File: src/rtl/core/wsfp_pkg.sv
// Shared types and constants for the WebSocket frame parser.
package wsfp_pkg;

    // Parse phase codes
    localparam logic [2:0] PH_B0    = 3'd0;
    localparam logic [2:0] PH_B1    = 3'd1;
    localparam logic [2:0] PH_EXT16 = 3'd2;
    localparam logic [2:0] PH_EXT64 = 3'd3;
    localparam logic [2:0] PH_KEY   = 3'd4;
    localparam logic [2:0] PH_DATA  = 3'd5;

    // 7-bit length codes that announce an extended length field
    localparam logic [6:0] LEN_CODE_16 = 7'd126;
    localparam logic [6:0] LEN_CODE_64 = 7'd127;

    // Extended length / key byte counts (3-bit counter, 8 wraps to 0)
    localparam logic [2:0] EXT16_BYTES = 3'd2;
    localparam logic [2:0] EXT64_BYTES = 3'd0;
    localparam logic [2:0] KEY_BYTES   = 3'd4;

    // Result kinds
    localparam logic KIND_HEADER  = 1'b0;
    localparam logic KIND_PAYLOAD = 1'b1;

    localparam int TDATA_W = 80;

    typedef struct packed {
        logic        valid;
        logic        kind;
        logic        fin;
        logic [3:0]  opcode;
        logic        masked;
        logic [63:0] length;
        logic [7:0]  data;
        logic        last;
    } result_t;

endpackage

File: src/rtl/core/wsfp_deframer.sv
// Header/payload parse state machine: one stream byte in, at most one result out.
module wsfp_deframer (
    input  logic              aclk,
    input  logic              aresetn,
    input  logic              byte_accept,
    input  logic [7:0]        stream_byte,
    output wsfp_pkg::result_t result,
    output logic [2:0]        phase
);

    logic [2:0]  phase_reg,  phase_next;
    logic        fin_reg,    fin_next;
    logic [3:0]  opcode_reg, opcode_next;
    logic        masked_reg, masked_next;
    logic [63:0] len_reg,    len_next;
    logic [31:0] key_reg,    key_next;
    logic [2:0]  fbc_reg,    fbc_next;
    logic [63:0] pc_reg,     pc_next;

    // shared "header finished" and "length finished" paths
    logic        len_done;
    logic        hdr_done;
    logic [2:0]  fbc_inc;
    logic [63:0] pc_inc;
    logic [7:0]  key_byte;
    logic [7:0]  data_byte;

    assign fbc_inc = fbc_reg + 3'd1;
    assign pc_inc  = pc_reg + 64'd1;

    always_comb begin
        unique case (pc_reg[1:0])
            2'd0:    key_byte = key_reg[31:24];
            2'd1:    key_byte = key_reg[23:16];
            2'd2:    key_byte = key_reg[15:8];
            default: key_byte = key_reg[7:0];
        endcase
        data_byte = masked_reg ? (stream_byte ^ key_byte) : stream_byte;
    end

    always_comb begin
        phase_next  = phase_reg;
        fin_next    = fin_reg;
        opcode_next = opcode_reg;
        masked_next = masked_reg;
        len_next    = len_reg;
        key_next    = key_reg;
        fbc_next    = fbc_reg;
        pc_next     = pc_reg;
        len_done    = 1'b0;
        hdr_done    = 1'b0;
        result      = '0;

        if (byte_accept) begin
            unique case (phase_reg)
                wsfp_pkg::PH_B1: begin
                    masked_next = stream_byte[7];
                    fbc_next    = 3'd0;
                    if (stream_byte[6:0] == wsfp_pkg::LEN_CODE_16) begin
                        len_next   = '0;
                        phase_next = wsfp_pkg::PH_EXT16;
                    end else if (stream_byte[6:0] == wsfp_pkg::LEN_CODE_64) begin
                        len_next   = '0;
                        phase_next = wsfp_pkg::PH_EXT64;
                    end else begin
                        len_next = {57'd0, stream_byte[6:0]};
                        len_done = 1'b1;
                    end
                end
                wsfp_pkg::PH_EXT16, wsfp_pkg::PH_EXT64: begin
                    len_next = {len_reg[55:0], stream_byte};
                    fbc_next = fbc_inc;
                    if (fbc_inc == ((phase_reg == wsfp_pkg::PH_EXT16) ?
                                    wsfp_pkg::EXT16_BYTES : wsfp_pkg::EXT64_BYTES)) begin
                        len_done = 1'b1;
                    end
                end
                wsfp_pkg::PH_KEY: begin
                    key_next = {key_reg[23:0], stream_byte};
                    fbc_next = fbc_inc;
                    if (fbc_inc == wsfp_pkg::KEY_BYTES) begin
                        hdr_done = 1'b1;
                    end
                end
                wsfp_pkg::PH_DATA: begin
                    pc_next       = pc_inc;
                    result.valid  = 1'b1;
                    result.kind   = wsfp_pkg::KIND_PAYLOAD;
                    result.data   = data_byte;
                    result.last   = (pc_inc == len_reg);
                    if (pc_inc == len_reg) begin
                        phase_next = wsfp_pkg::PH_B0;
                    end
                end
                default: begin
                    // first header byte; unused codes land here as well
                    fin_next    = stream_byte[7];
                    opcode_next = stream_byte[3:0];
                    phase_next  = wsfp_pkg::PH_B1;
                end
            endcase

            // length known: collect the key, or close the header now
            if (len_done) begin
                if (masked_next) begin
                    fbc_next   = 3'd0;
                    key_next   = '0;
                    phase_next = wsfp_pkg::PH_KEY;
                end else begin
                    hdr_done = 1'b1;
                end
            end

            if (hdr_done) begin
                result.valid = 1'b1;
                result.kind  = wsfp_pkg::KIND_HEADER;
                result.data  = '0;
                result.last  = (len_next == 64'd0);
                pc_next      = '0;
                phase_next   = (len_next == 64'd0) ? wsfp_pkg::PH_B0 : wsfp_pkg::PH_DATA;
            end

            result.fin    = fin_next;
            result.opcode = opcode_next;
            result.masked = masked_next;
            result.length = len_next;
        end
    end

    always_ff @(posedge aclk) begin
        if (!aresetn) begin
            phase_reg  <= wsfp_pkg::PH_B0;
            fin_reg    <= 1'b0;
            opcode_reg <= '0;
            masked_reg <= 1'b0;
            len_reg    <= '0;
            key_reg    <= '0;
            fbc_reg    <= '0;
            pc_reg     <= '0;
        end else begin
            phase_reg  <= phase_next;
            fin_reg    <= fin_next;
            opcode_reg <= opcode_next;
            masked_reg <= masked_next;
            len_reg    <= len_next;
            key_reg    <= key_next;
            fbc_reg    <= fbc_next;
            pc_reg     <= pc_next;
        end
    end

    assign phase = phase_reg;

endmodule

File: src/rtl/core/websocket_frame_parser_unit.sv
// Top level of the WebSocket frame parser: stream ports and result register.
//
// Usage:
//   s_axis: raw frame stream, one byte per transfer in s_tdata[7:0].
//   m_axis: one result per header and one per payload byte.
//     m_tuser = item kind (0 header summary, 1 payload byte).
//     m_tlast = last result of the frame (a zero-length frame's header
//               result carries it).
//     m_tdata = fin, opcode, masked flag, 64-bit length, unmasked payload byte.
//   Header bytes (first two, extended length, masking key) yield no result;
//   the header summary appears with the transfer of the last header byte.
// Latency: a result is valid the cycle after the byte that causes it.
// Throughput: one byte per cycle while s_tready is high; the parse state updates
//   in a single pass from byte and state registers into one result register.
// Reset: synchronous, active low; the parser waits for a frame's first byte
//   and the result register is empty.
// Stall: while a result sits unread, s_tready follows m_tready, so a byte is
//   taken in the same cycle the held result leaves. Partial frames just wait.
module websocket_frame_parser_unit (
    input  logic                         aclk,
    input  logic                         aresetn,
    input  logic                         s_tvalid,
    output logic                         s_tready,
    input  logic [7:0]                   s_tdata,   // [7:0] stream_byte
    output logic                         m_tvalid,
    input  logic                         m_tready,
    output logic [wsfp_pkg::TDATA_W-1:0] m_tdata,   // [0] final_fragment,
                                                    // [4:1] frame_opcode,
                                                    // [5] was_masked,
                                                    // [69:6] frame_length,
                                                    // [77:70] payload_byte,
                                                    // [79:78] zero
    output logic                         m_tuser,   // [0] item_kind
    output logic                         m_tlast    // frame_end
);

    logic              s_accept;
    wsfp_pkg::result_t res;
    logic [2:0]        phase;

    logic              m_tvalid_reg, m_tvalid_next;
    wsfp_pkg::result_t out_reg,      out_next;

    // a byte can enter whenever the result slot is free or leaving
    assign s_tready = !m_tvalid_reg || m_tready;
    assign s_accept = s_tvalid && s_tready;

    wsfp_deframer u_deframer (
        .aclk        (aclk),
        .aresetn     (aresetn),
        .byte_accept (s_accept),
        .stream_byte (s_tdata),
        .result      (res),
        .phase       (phase)
    );

    always_comb begin
        m_tvalid_next = m_tvalid_reg;
        out_next      = out_reg;
        if (s_accept) begin
            m_tvalid_next = res.valid;
            out_next      = res;
        end else if (m_tready) begin
            m_tvalid_next = 1'b0;
        end
    end

    always_ff @(posedge aclk) begin
        if (!aresetn) begin
            m_tvalid_reg <= 1'b0;
        end else begin
            m_tvalid_reg <= m_tvalid_next;
        end
        out_reg <= out_next;
    end

    assign m_tvalid = m_tvalid_reg;
    assign m_tuser  = out_reg.kind;
    assign m_tlast  = out_reg.last;
    assign m_tdata  = {2'b00, out_reg.data, out_reg.length, out_reg.masked,
                       out_reg.opcode, out_reg.fin};

`ifndef SYNTHESIS
    // a header result only closes the frame when the frame is empty
    a_hdr_last_empty: assert property (@(posedge aclk) disable iff (!aresetn)
        m_tvalid && (m_tuser == wsfp_pkg::KIND_HEADER) && m_tlast
            |-> (m_tdata[69:6] == 64'd0))
        else $error("header marked last with nonzero length");

    // payload only flows for frames with a nonzero length
    a_payload_len: assert property (@(posedge aclk) disable iff (!aresetn)
        m_tvalid && (m_tuser == wsfp_pkg::KIND_PAYLOAD) |-> (m_tdata[69:6] != 64'd0))
        else $error("payload result in a zero-length frame");

    // every byte taken in the data phase produces a result
    a_data_result: assert property (@(posedge aclk) disable iff (!aresetn)
        s_accept && (phase == wsfp_pkg::PH_DATA)
            |=> m_tvalid && (m_tuser == wsfp_pkg::KIND_PAYLOAD))
        else $error("payload byte produced no result");

    // after a frame's last payload byte the parser waits for a new header
    a_last_to_b0: assert property (@(posedge aclk) disable iff (!aresetn)
        s_accept && (phase == wsfp_pkg::PH_DATA) && res.last
            |=> (phase == wsfp_pkg::PH_B0))
        else $error("parser did not return to header start");
`endif

endmodule
File: config.mk
export PLATFORM = sky130hd
export DESIGN_NAME = websocket_frame_parser_unit
export DESIGN_NICKNAME = d
export VERILOG_FILES = /design/src/rtl/core/wsfp_pkg.sv /design/src/rtl/core/wsfp_deframer.sv /design/src/rtl/core/websocket_frame_parser_unit.sv
export SDC_FILE = /design/constraint.sdc
export NUM_CORES = 1
export LEC_CHECK = 0
export ABC_AREA = 1
export BUFFER_PORTS_ARGS = -buffer_cell sky130_fd_sc_hd__buf_2
export CAP_MARGIN = 20
export CORE_MARGIN = 2
export CORE_UTILIZATION = 50
export DETAILED_ROUTE_END_ITERATION = 16
export GPL_ROUTABILITY_DRIVEN = 0
export PLACE_DENSITY_LB_ADDON = 0.1
export SETUP_SLACK_MARGIN = 0.4
export SLEW_MARGIN = 20
export SYNTH_ARGS = -nofsm -noshare
export SYNTH_HDL_FRONTEND = slang
export SYNTH_SLANG_ARGS = --single-unit
export TNS_END_PERCENT = 20
File: constraint.sdc
create_clock -name aclk -period 12.4 [get_ports aclk]
set_clock_uncertainty 0.1 [all_clocks]
set_input_delay 2.48 -clock aclk [delete_from_list [all_inputs] [get_ports aclk]]
set_output_delay 2.48 -clock aclk [all_outputs]
set_load 0.005 [all_outputs]
-- After elaboration in Yosys (flattened, before gate mapping)
Cells that the tools add are included.
- bits in registers: 253
- latch bits: 0
- memories: 0
- output and inout bits: 84
- bits in read-only memories: 0
- RAM bits: 0
- logic and storage cells: 87
- input port bits: 12
- magnitude comparators: 0
- divide/modulo/power cells: 0
- mux-type cells: 43
- multipliers: 0
- add/subtract/negate cells: 2
- equal/unequal tests: 12
- bitwise gates (word level): 2
- shift operators: 0
- reductions and logical operators: 12
- operators with widths (cell ; number):
    $mux W64 ; 4
    $pmux W64 S2 ; 1
    $mux W32 ; 3
    $add A64 B1 Y64 const B ; 1
    $eq A64 B64 Y1 ; 1
    $logic_not A64 Y1 ; 1
    $mux W3 ; 9
    $pmux W8 S3 ; 1
    $mux W1 ; 16
    $eq A7 B7 Y1 const B ; 2
    $eq A3 B3 Y1 const B ; 3
    $pmux W3 S3 ; 1
    $mux W8 ; 1
    $xor A8 B8 Y8 ; 1
    $mux W7 ; 1
    $eq A3 B2 Y1 const B ; 2
    $mux W2 ; 3
    $pmux W3 S2 ; 1
    $reduce_or A5 Y1 ; 1
    $mux W4 ; 1
    $reduce_bool A2 Y1 ; 2
    $reduce_or A2 Y1 ; 2
    $add A3 B1 Y3 const B ; 1
    $eq A3 B1 Y1 const B ; 1
    other kinds (11) ; 11

-- Longest topological paths before layout
Gate-level depths: netlist of the first run.
- depth in word-level cells: 10
- mapped depth: 21
- mapped depth without buffers: 21

-- Cells and area by module
Synthesis of the first run repeated with hierarchy kept, for this count alone.
- cell total of the unflattened synthesis: 2040
- area, all modules: 14380.0 µm²
- modules (own cells, without submodules) (module ; cells an instance ; instances ; area each (µm²) ; sequential area each (µm²)):
    wsfp_deframer ; 1950 ; 1 ; 11905.2 ; 3443.3
    websocket_frame_parser_unit ; 90 ; 1 ; 2474.9 ; 2422.3

-- Worst setup path before layout of the first run
Ideal clock, no wire load.
- kind: input to register
- start: in m_tready
- end: reg u_deframer.pc_reg[22]
- arrival time: 5.715 ns
- buffers on the path: 3
- data required time: 12.230 ns
- stages on the path: 10
- setup slack: 6.514 ns
- setup time: 0.070 ns
- path through: inv_1 -> nand2_1 -> nand2_1 -> clkbuf_1 -> clkinv_1 -> o21ai_1 -> buf_2 -> buf_2 -> nand2_1 -> a21oi_1
- cells in the longest elaborated chain, start to end: 3
- ends and longest elaborated chain (what ; line ; RTL):
    from (decl) ; websocket_frame_parser_unit.sv:26 ; input logic m_tready,
    $logic_or A1 B1 Y1 ; websocket_frame_parser_unit.sv:45 ; assign s_tready = !m_tvalid_reg || m_tready;
    net s_tready ; websocket_frame_parser_unit.sv:23 ; output logic s_tready,
    $logic_and A1 B1 Y1 ; websocket_frame_parser_unit.sv:46 ; assign s_accept = s_tvalid && s_tready;
    net s_accept ; websocket_frame_parser_unit.sv:37 ; logic s_accept;
    $reduce_and A2 Y1 (no line) ; n/a ;
    to (signal assigned) ; wsfp_deframer.sv:148 ; pc_reg <= pc_next;
    to (decl) ; wsfp_deframer.sv:18 ; logic [63:0] pc_reg, pc_next;
The timed path passes the listed nets, and every way through them passes these cells.
A chain may end at the register's enable or synchronous reset.

-- Worst setup path after layout of the first run
- start: in m_tready
- end: out s_tready
- cells in the longest elaborated chain, start to end: 1
- ends and longest elaborated chain (what ; line):
    $logic_or A1 B1 Y1 ; websocket_frame_parser_unit.sv:45
    to (decl) ; websocket_frame_parser_unit.sv:23
No other way between the ends.

==> results of run 1 <==
## how the worst max path moves through the flow
stage	startpoint	end	slack, ns	cells past startpoint
2_1_floorplan	m_tready	u_deframer.pc_reg[22]	6.51	10
3_3_place_gp	m_tready	s_tready	6.95	4
3_5_place_dp	m_tready	s_tready	6.95	4
4_1_cts	m_tready	s_tready	6.95	4
5_1_grt	m_tready	s_tready	6.90	4
6_report	m_tready	s_tready	6.94	4
## cell families (layout without fill, tap and decap cells)
group | count (synthesis) | after routing | synth area share (%)
other | 1 | 2 | 0.02671
buffers and inverters | 359 | 441 | 9.792
adder cells (fa/ha/maj) | 7 | 7 | 0.6237
AND/OR/NAND/NOR | 909 | 909 | 28.25
AO/OA/AOI/OAI | 373 | 373 | 15.01
flip-flops | 253 | 253 | 41.77
XOR/XNOR | 48 | 48 | 4.526
## through the flow
stage	hold slack, ns	setup WS [ns]	total power (W)
floorplan	0.3513	6.514	0.001113
detailed placement	0.3731	6.952	0.001207
CTS	0.3831	6.948	0.002046
global placement	0.3661	6.951	0.001204
global route	0.3987	6.902	0.002109
finish	0.3818	6.945	0.002043
## cells in the mapped netlist, drive strengths merged (2+ instances only)
library cell  number  area [um^2]
inv              285         1070
o221ai             8        70.07
o21bai             4        37.53
o22ai             58        362.9
buf               23        113.9
nand4             22        137.6
o211ai            41        307.8
dfxtp            173         3463
o21ai            103        519.3
nand3b             2        15.01
nand2            520         2019
and2               2        12.51
or2               13        81.33
nand3            126        635.6
clkbuf            48        180.2
nor4              16        106.4
a21oi            153        765.7
clkinv             3        11.26
nor2             199        899.6
nor3               6        35.03
edfxtp            80         2402
a22oi              5        37.54
xnor2             10        95.10
ha                 7        87.58
xor2              23        201.4
xnor3             14        315.3
## layout by cell type (no fill, tap or decap), drive strengths merged, types with 2 or more instances in the layout
| cell | count |
|---|---|
| nand3b | 2 |
| clkbuf | 46 |
| a21oi | 153 |
| xnor2 | 10 |
| dfxtp | 173 |
| o21ai | 103 |
| conb | 2 |
| buf | 101 |
| inv | 284 |
| clkinv | 9 |
| a22oi | 5 |
| o22ai | 58 |
| xor2 | 23 |
| o211ai | 41 |
| nor4 | 16 |
| or2 | 13 |
| nand2 | 520 |
| o221ai | 8 |
| nor2 | 199 |
| xnor3 | 14 |
| ha | 7 |
| nand3 | 126 |
| o21bai | 4 |
| and2 | 2 |
| nand4 | 22 |
| nor3 | 6 |
| edfxtp | 80 |
## critical path, stage by stage
cell and delay (ns):
buf_2 0.10, inv_1 0.04, nand2_1 0.11, buf_2 0.16
## power by group
group          total, W  internal, W  switching (W)
combinational  0.000261    0.0000831       0.000178
sequential     0.000935     0.000909      0.0000259
clock          0.000846     0.000489       0.000357
## routing by layer
metal	GRT usage (%)	up-vias
met2	45.64	610
met1	45.49	6257
met3	4.349	101
met4	10.98	0
met5	0	-
li1	-	6527
## cell type report
cell class | instances | area (um^2) | share of cell area [%]
Timing Repair Buffer | 101 | 529.3 | 3.366
Inverter | 288 | 1085 | 6.900
Sequential cell | 253 | 5866 | 37.31
Multi-Input combinational cell | 1339 | 6837 | 43.48
Tap cell | 378 | 473.0 | 3.008
Clock inverter | 6 | 83.83 | 0.5332
Clock buffer | 46 | 849.6 | 5.403
==> metrics.cfg, run 1 <==
[synthesis]
synth-seq-cells = 253
seq_area_frac_synth_pct = 41.77
yosysUniqueCellTypes = 47
synth_edf_count = 80
ys_warn_count = 0
synth_area_um2 = 14040
async_flop_share_pct = 0
synth.avg_cell_area_um2 = 7.201
synthCells = 1950
ys.flop_type = dfxtp_1

[routing]
wl_um = 45530
drtIter0Drc = 1446
via_count = 13495
drc = 0
topRoutingLayerUsed = met4
avgViaCountPerCell = 5.597
wl_met1_um = 20070
drt_first_pass_iters = 6
ant_nets = 0
dr_wl_met2_um = 19440
wl_per_cell_um = 18.88
met3_length_um = 4292

[global_route]
grt_antenna_before_repair = 0
grt_pass1_vias = 12140
grt_pass1_wl_um = 68890
grt_remaining_overflow = 0
track_usage_pct = 30.72
grt_max_degree = 88

[clock_tree]
htreeDepth = 1
cts.sinks = 253
clock_path_buffers = 3
cts_resized = 0
clock_latency_ns = 0.58
numCtsBuffers = 28
clk_pin_slew_worst_paths_ns = 0.06
postCtsSetupRepairBufs = 0
cts_tree = yes
hold_buffers = 0
cts_root_buffer = clkbuf_16

[sta]
worst_pin_slew_ns = 1.042
finalSetupTns_ns = 0
slew_headroom_pct = 30.45
max_freq_mhz = 183.3
setup_viol = 0
slew_viol_final = 0
grt_setup_unrepaired = no
timing.final.crit_share_pct = 43.99
period_needed_ns = 5.455
finalHoldViolCount = 0

[min_path]
hp-class = flip-flop to flip-flop
worstHoldEndpoint = u_deframer.pc_reg[63]
hold_depth = 2
hp-start = u_deframer.pc_reg[63]

[setup_path]
worst_r2r_path_depth = 8
worst_ep_arrival_time_ns = 2.88
reg2reg_slack_ns = 9.03
r2r_end = u_deframer.pc_reg[36]
worst_setup_path_end_kind = primary output
crit_path_max_fanout = 3
path_class = input port to primary output
worstReg2RegStart = u_deframer.phase[0]
required_ns = 9.82
cp-start-kind = input port

[final_layout]
final_util_pct = 56.75
final_nets = 2030
largest_reg_flops = 78
drive_above_1_share_pct = 10.67
stdcell_area_um2 = 15720
syn_to_final_growth_pct = 11.97
n_fill_cell = 2647
num_antenna_cells = 0
final_cells = 2411

[floorplanning]
initial_utilization_pct = 50.68
ios = 96
core_um2 = 27710
placementRows = 61
dieWidth_um = 171.6
dieArea_um2 = 29440
die_h_um = 171.6

[pwr]
power_density_nw_per_um2 = 129.9
p_leak_nw = 6.982
irDropWorstVdd_mv = 0.1462

[placement]
place_inst = 2359
hpwlAfterDp_um = 32910
numPortBuffers = 93
dpl_cell_area_um2 = 14790

[run]
cap_violations = 0

[run_status]
outcome = completed

No activity file was read; power rests on OpenSTA's default activity.
==> run 2, diff against run 1 <==
- clock period: 12.4 -> 5.1 ns (I/O delays scaled with it)
==> run 2 against run 1 <==
Clock power grew 140%. Clock-buffer cell count shrank 9. Setup slack lost 5.2 ns.
==> metrics.cfg, run 2 (synthesis gave the netlist of run 1 again) <==
[setup_path]
worst_r2r_path_depth = 10  ; +2
reg2reg_slack_ns = 1.74  ; -7.29 ns
worst_ep_arrival_time_ns = 3.69  ; +0.81 ns
worstReg2RegStart = u_deframer.phase[2]
r2r_end = u_deframer.phase[0]
worst_setup_path_end_kind = flip-flop
path_class = flip-flop to flip-flop
crit_path_max_fanout = 43  ; +40
cp-start-kind = flip-flop
required_ns = 5.43  ; -4.39 ns

[sta]
hold_slack_ns = 0.3789  ; -0.002814 ns
finalSetupTns_ns = 0  ; unchanged
slew_headroom_pct = 31.77  ; +1.3 points
finalHoldViolCount = 0  ; unchanged
timing.final.crit_share_pct = 65.83
max_freq_mhz = 297.9
worst_pin_slew_ns = 1.022  ; -0.01974 ns
period_needed_ns = 3.357
setup_viol = 0  ; unchanged
slew_viol_final = 0  ; unchanged
grt_setup_unrepaired = no

[pwr]
p_seq_share_pct = 45.7  ; about the same
swShare_pct = 27.75  ; +0.28 points
irDropWorstVdd_mv = 0.2407  ; +65%
power_density_nw_per_um2 = 316.0  ; +140%
switchingPower_w = 0.001379  ; +150%
p_leak_nw = 6.986  ; about the same
clock_power_share_pct = 41.3  ; about the same
internal_power_w = 0.003591  ; +140%
combPwrFrac_pct = 13.0  ; +0.2 points

[global_route]
grt_remaining_overflow = 0  ; unchanged
track_usage_pct = 31.19  ; +0.47 points
grt_pass1_wl_um = 70030  ; +1.7%
grt_antenna_before_repair = 0  ; unchanged
grt_max_degree = 85  ; -3.4%
grt_pass1_vias = 12566  ; +3.5%

[final_layout]
largest_reg_flops = 78  ; unchanged
layout_common_cells = nand2_1 (502), inv_1 (279), dfxtp_1 (173)
drive_above_1_share_pct = 11.00  ; +0.33 points
num_antenna_cells = 0  ; unchanged
syn_to_final_growth_pct = 12.00  ; about the same
final_nets = 2033  ; +0.15%
final_common_cell = nand2_1

[floorplanning]
placementRows = 61  ; unchanged
dieWidth_um = 171.6  ; unchanged
ios = 96  ; unchanged
core_um2 = 27710  ; unchanged
dieArea_um2 = 29440  ; unchanged
initial_utilization_pct = 50.68  ; unchanged
die_h_um = 171.6  ; unchanged

[run]
cap_violations = 0  ; unchanged

[min_path]
hp-start = u_deframer.fbc_reg[2]
hold_depth = 2  ; unchanged
hp-class = flip-flop to flip-flop
worstHoldEndpoint = u_deframer.fbc_reg[2]

[clock_tree]
clock_latency_ns = 0.55  ; -0.03 ns
cts_root_buffer = clkbuf_16
clk_pin_slew_worst_paths_ns = 0.06  ; about the same
hold_buffers = 0  ; unchanged
numCtsBuffers = 28  ; unchanged
cts_tree = yes
htreeDepth = 1  ; unchanged
cts.sinks = 253  ; unchanged
cts_resized = 0  ; unchanged
postCtsSetupRepairBufs = 0  ; unchanged
clock_path_buffers = 3  ; unchanged

[routing]
drtIter0Drc = 1346  ; -6.9%
via_count = 13488  ; -0.052%
wl_per_cell_um = 18.99  ; +0.56%
wl_um = 45840  ; +0.69%
drt_first_pass_iters = 5  ; -1
ant_nets = 0  ; unchanged
avgViaCountPerCell = 5.587  ; -0.18%
drc = 0  ; unchanged

[placement]
numPortBuffers = 93  ; unchanged
hpwlAfterDp_um = 33860  ; +2.9%

[run_status]
outcome = completed

run 2: cell type report:
type                       count  area (um^2)
clock buffer                  37        777.0
multi-input combinational   1339         6837
fill                        2650        11980
tap                          378        473.0
sequential                   253         5866
clock inverter                15        142.6
inverter                     288         1085
timing repair buffer         104        548.0
run 2: critical path, cell delays in order (launching register included):
cell and delay [ns]:
dfxtp_1 0.35, inv_1 0.13, nand3_1 0.16, nand2_2 0.75, o22ai_1 0.30, nor3_1 0.64, nand4_1 0.18, nor2_1 0.22
nand3_1 0.10, a21oi_1 0.19, a21oi_1 0.10
run 2: through the flow:
| step | cell area [um^2] | cells | power (W) | utilization [%] | setup WS [ns] |
|---|---|---|---|---|---|
| after CTS | 15730 | 2414 | 0.004982 | 56.77 | 1.780 |
| after detailed placement | 14810 | 2362 | 0.002945 | 53.45 | 1.481 |
| after floorplan | 14050 | 1951 | 0.002705 | - | 0.6744 |
| after global placement | 14810 | 2362 | 0.002944 | 53.45 | 1.612 |
| after global routing | 15730 | 2414 | 0.005145 | 56.77 | 1.542 |
| final | 15730 | 2414 | 0.004970 | 56.77 | 1.743 |
run 2: how the worst max path moves through the flow:
stage / from / to
after floorplan: m_tready / u_deframer.pc_reg[22]
after global placement: s_tdata[3] / u_deframer.pc_reg[24]
after detailed placement: s_tdata[3] / u_deframer.pc_reg[24]
after CTS: u_deframer.phase[0] / u_deframer.phase[0]
after global routing: u_deframer.phase[2] / u_deframer.phase[0]
final: u_deframer.phase[2] / u_deframer.phase[0]
run 2: metal layers:
layer / part of all wire [%] / GRT usage, %
met1: 43 / 44.06
met2: 44 / 47.53
met5: 0 / 0
met3: 10 / 6.052
met4: 3.8 / 11.24
run 2: power groups by stage:
stage | combinational (W) | sequential, W | clock (W)
detailed placement | 0.000634 | 0.00231 | 0
CTS | 0.000638 | 0.00227 | 0.00207
global route | 0.000712 | 0.00228 | 0.00215
global placement | 0.000631 | 0.00231 | 0
floorplan | 0.000405 | 0.00230 | 0
finish | 0.000644 | 0.00227 | 0.00205
==> run 3, diff against run 2 <==
- clock period: 5.1 -> 3.5 ns (I/O delays scaled with it)
==> run 3 against run 2 <==
Critical path depth rose by 9. Clock-buffer cell count increased by 7. Non-clock buffer count rose by 13. Die area unchanged. Sequential share of layout area shrank 0.47 points. Critical path type unchanged. Largest power group unchanged. Global-route usage increased by 0.67 points.
==> metrics.cfg, run 3 (synthesis gave the netlist of run 1 again) <==
[run_status]
outcome = completed

[final_layout]
stdcell_area_um2 = 15940  ; +1.3%
multiInputGateArea_um2 = 6857  ; +0.29%
final_common_cell = nand2_1
final_util_pct = 57.53  ; +0.76 points
layout_common_cells = nand2_1 (502), inv_1 (280), dfxtp_1 (170)
n_fill_cell = 2658  ; +0.30%
regArea_um2 = 5869  ; about the same
largest_reg_flops = 78  ; unchanged
drive_above_1_share_pct = 11.99  ; +0.99 points
syn_to_final_growth_pct = 13.51
final_nets = 2047  ; +0.69%

[clock_tree]
cts.sinks = 253  ; unchanged
hold_buffers = 0  ; unchanged
clk_pin_slew_worst_paths_ns = 0.06  ; about the same
htreeDepth = 1  ; unchanged
postCtsSetupRepairBufs = 0  ; unchanged
clock_path_buffers = 3  ; unchanged
cts_root_buffer = clkbuf_16
cts_tree = yes
numCtsBuffers = 29  ; +3.6%
clock_latency_ns = 0.59  ; +0.04 ns

[sta]
grt_setup_unrepaired = yes
period_needed_ns = 3.011  ; -0.3464 ns
slew_headroom_pct = 52.05  ; +20 points
finalHoldViolCount = 0  ; unchanged
finalSetupTns_ns = 0  ; unchanged
slew_viol_final = 0  ; unchanged
timing.final.crit_share_pct = 86.03  ; +20 points
fin_ws_ns = 0.4891  ; -1.254 ns
setup_viol = 0  ; unchanged
max_freq_mhz = 332.1  ; +12%
worst_pin_slew_ns = 0.7117  ; -0.3106 ns

[global_route]
gr-usage-met1_pct = 45.49  ; +1.4 points
busiest_layer = met2
met3_usage_pct = 6.006  ; -0.046 points
grt_pass1_vias = 12499  ; -0.53%
grt_remaining_overflow = 0  ; unchanged
grt_antenna_before_repair = 0  ; unchanged
grt_max_degree = 67  ; -21%
grt_pass1_wl_um = 71410  ; +2.0%
use_met2_pct = 48.63  ; +1.1 points
track_usage_pct = 31.86  ; +0.67 points

[setup_path]
worst_setup_path_end_kind = flip-flop
reg2reg_slack_ns = 0.49  ; -1.25 ns
max_stage_delay_ns = 0.48  ; -0.27 ns
worstReg2RegStart = u_deframer.pc_reg[45]
r2r_end = u_deframer.phase[0]
worst_ep_arrival_time_ns = 3.37  ; -0.32 ns
crit_path_cell_trace = nand2_1 -> nor2_1 -> nand2_1 -> nor2_1 -> nand2_1 -> nor2_1 -> nand2_1 -> nand2_1 -> nand2_1 -> nand2_1 -> nand2_1 -> nor2_1 -> nand2_1 -> nor2_1 -> nand3_2 -> nand2_1 -> nand2_1 -> nand2_1 -> a21oi_1
cp-start-kind = flip-flop
critical_path.slowest_cell = dfxtp_1
required_ns = 3.86  ; -1.57 ns
crit_path_max_fanout = 5  ; -88%
worst_r2r_path_depth = 19  ; +9
crit_top_cell = nand2_1
path_class = flip-flop to flip-flop

[pwr]
irDropWorstVdd_mv = 0.3722  ; +55%
power_density_nw_per_um2 = 466.5  ; +48%
p_leak_nw = 7.103  ; +1.7%

[placement]
hpwlAfterDp_um = 34930  ; +3.2%
numPortBuffers = 93  ; unchanged
dpl_cell_area_um2 = 14920  ; +0.77%
dp_slack_ns = 0.3081  ; -1.173 ns

[min_path]
hp-class = input port to flip-flop
hold_depth = 3  ; +1
hp-start = aresetn
worstHoldEndpoint = u_deframer.phase[0]

[routing]
ant_nets = 0  ; unchanged
drc = 0  ; unchanged
wl_um = 46990  ; +2.5%
via_count = 13731  ; +1.8%
avgViaCountPerCell = 5.651  ; +1.1%
wl_per_cell_um = 19.34  ; +1.8%
drt_first_pass_iters = 6  ; +1
drtIter0Drc = 1490  ; +11%

[floorplanning]
initial_utilization_pct = 50.68  ; unchanged
dieWidth_um = 171.6  ; unchanged
ios = 96  ; unchanged
core_um2 = 27710  ; unchanged
die_h_um = 171.6  ; unchanged
placementRows = 61  ; unchanged
dieArea_um2 = 29440  ; unchanged

[run]
cap_violations = 0  ; unchanged

run 3: cell count changes in the layout (fill, tap and decap cells not counted), moves of 2 or more:
cell / change
inv_4: +2
buf_4: +12
clkbuf_8: +6
clkinv_2: -4
dfxtp_2: +3
dfxtp_1: -3
clkinvlp_4: -2
nor2_1: -2
run 3: worst max-delay path: cells and delay by family, from the launching register on:
family             cells  cell delay, ns
AOI/OAI and AO/OA      1            0.05
DFF                    1            0.48
and+or+nand+nor       18            2.24
run 3: timing repair:
item / in CTS / in global routing
endpoints found under the hold margin: 0 / 0
endpoints found under the setup margin: 0 / 3
resized for setup: 0 / 8
run 3: stage by stage:
stage | hold slack (ns) | power [W] | cells
floorplan | 0.3513 | 0.003939 | 1951
detailed placement | 0.3740 | 0.004311 | 2375
CTS | 0.3146 | 0.007439 | 2429
finish | 0.3306 | 0.007436 | 2430
global route | 0.3430 | 0.007690 | 2429
global placement | 0.3638 | 0.004307 | 2375
run 3: area by class of cell:
class / count / share of cell area [%]
diodes: 1 / 0.01570
clock buffers: 44 / 5.440
clock inverters: 10 / 0.7771
inverters: 288 / 6.829
multi-input cells: 1339 / 43.02
flip-flops and latches: 253 / 36.82
well taps: 378 / 2.967
repair buffers: 117 / 4.129
run 3: per-layer routing:
| layer | routed length, um | share of wire, % | vias up |
|---|---|---|---|
| met3 | 4759 | 10 | 112 |
| met2 | 20360 | 43 | 718 |
| met1 | 20100 | 43 | 6361 |
| met5 | 0 | 0 | - |
| met4 | 1770 | 3.8 | 0 |
| li1 | - | - | 6540 |
run 3: worst max-delay path by stage:
stage               cells past startpoint                    end                  start
finish                                 19    u_deframer.phase[0]  u_deframer.pc_reg[45]
global route                           19    u_deframer.phase[0]  u_deframer.pc_reg[22]
CTS                                    16    u_deframer.phase[0]   u_deframer.pc_reg[0]
detailed placement                     14    u_deframer.phase[0]             s_tdata[1]
global placement                       14    u_deframer.phase[2]             s_tdata[1]
floorplan                              10  u_deframer.pc_reg[22]               m_tready
run 3: power breakdown:
part	switching (W)	internal, W
clock	0.00130	0.00186
combinational	0.000655	0.000308
sequential	0.0000919	0.00322
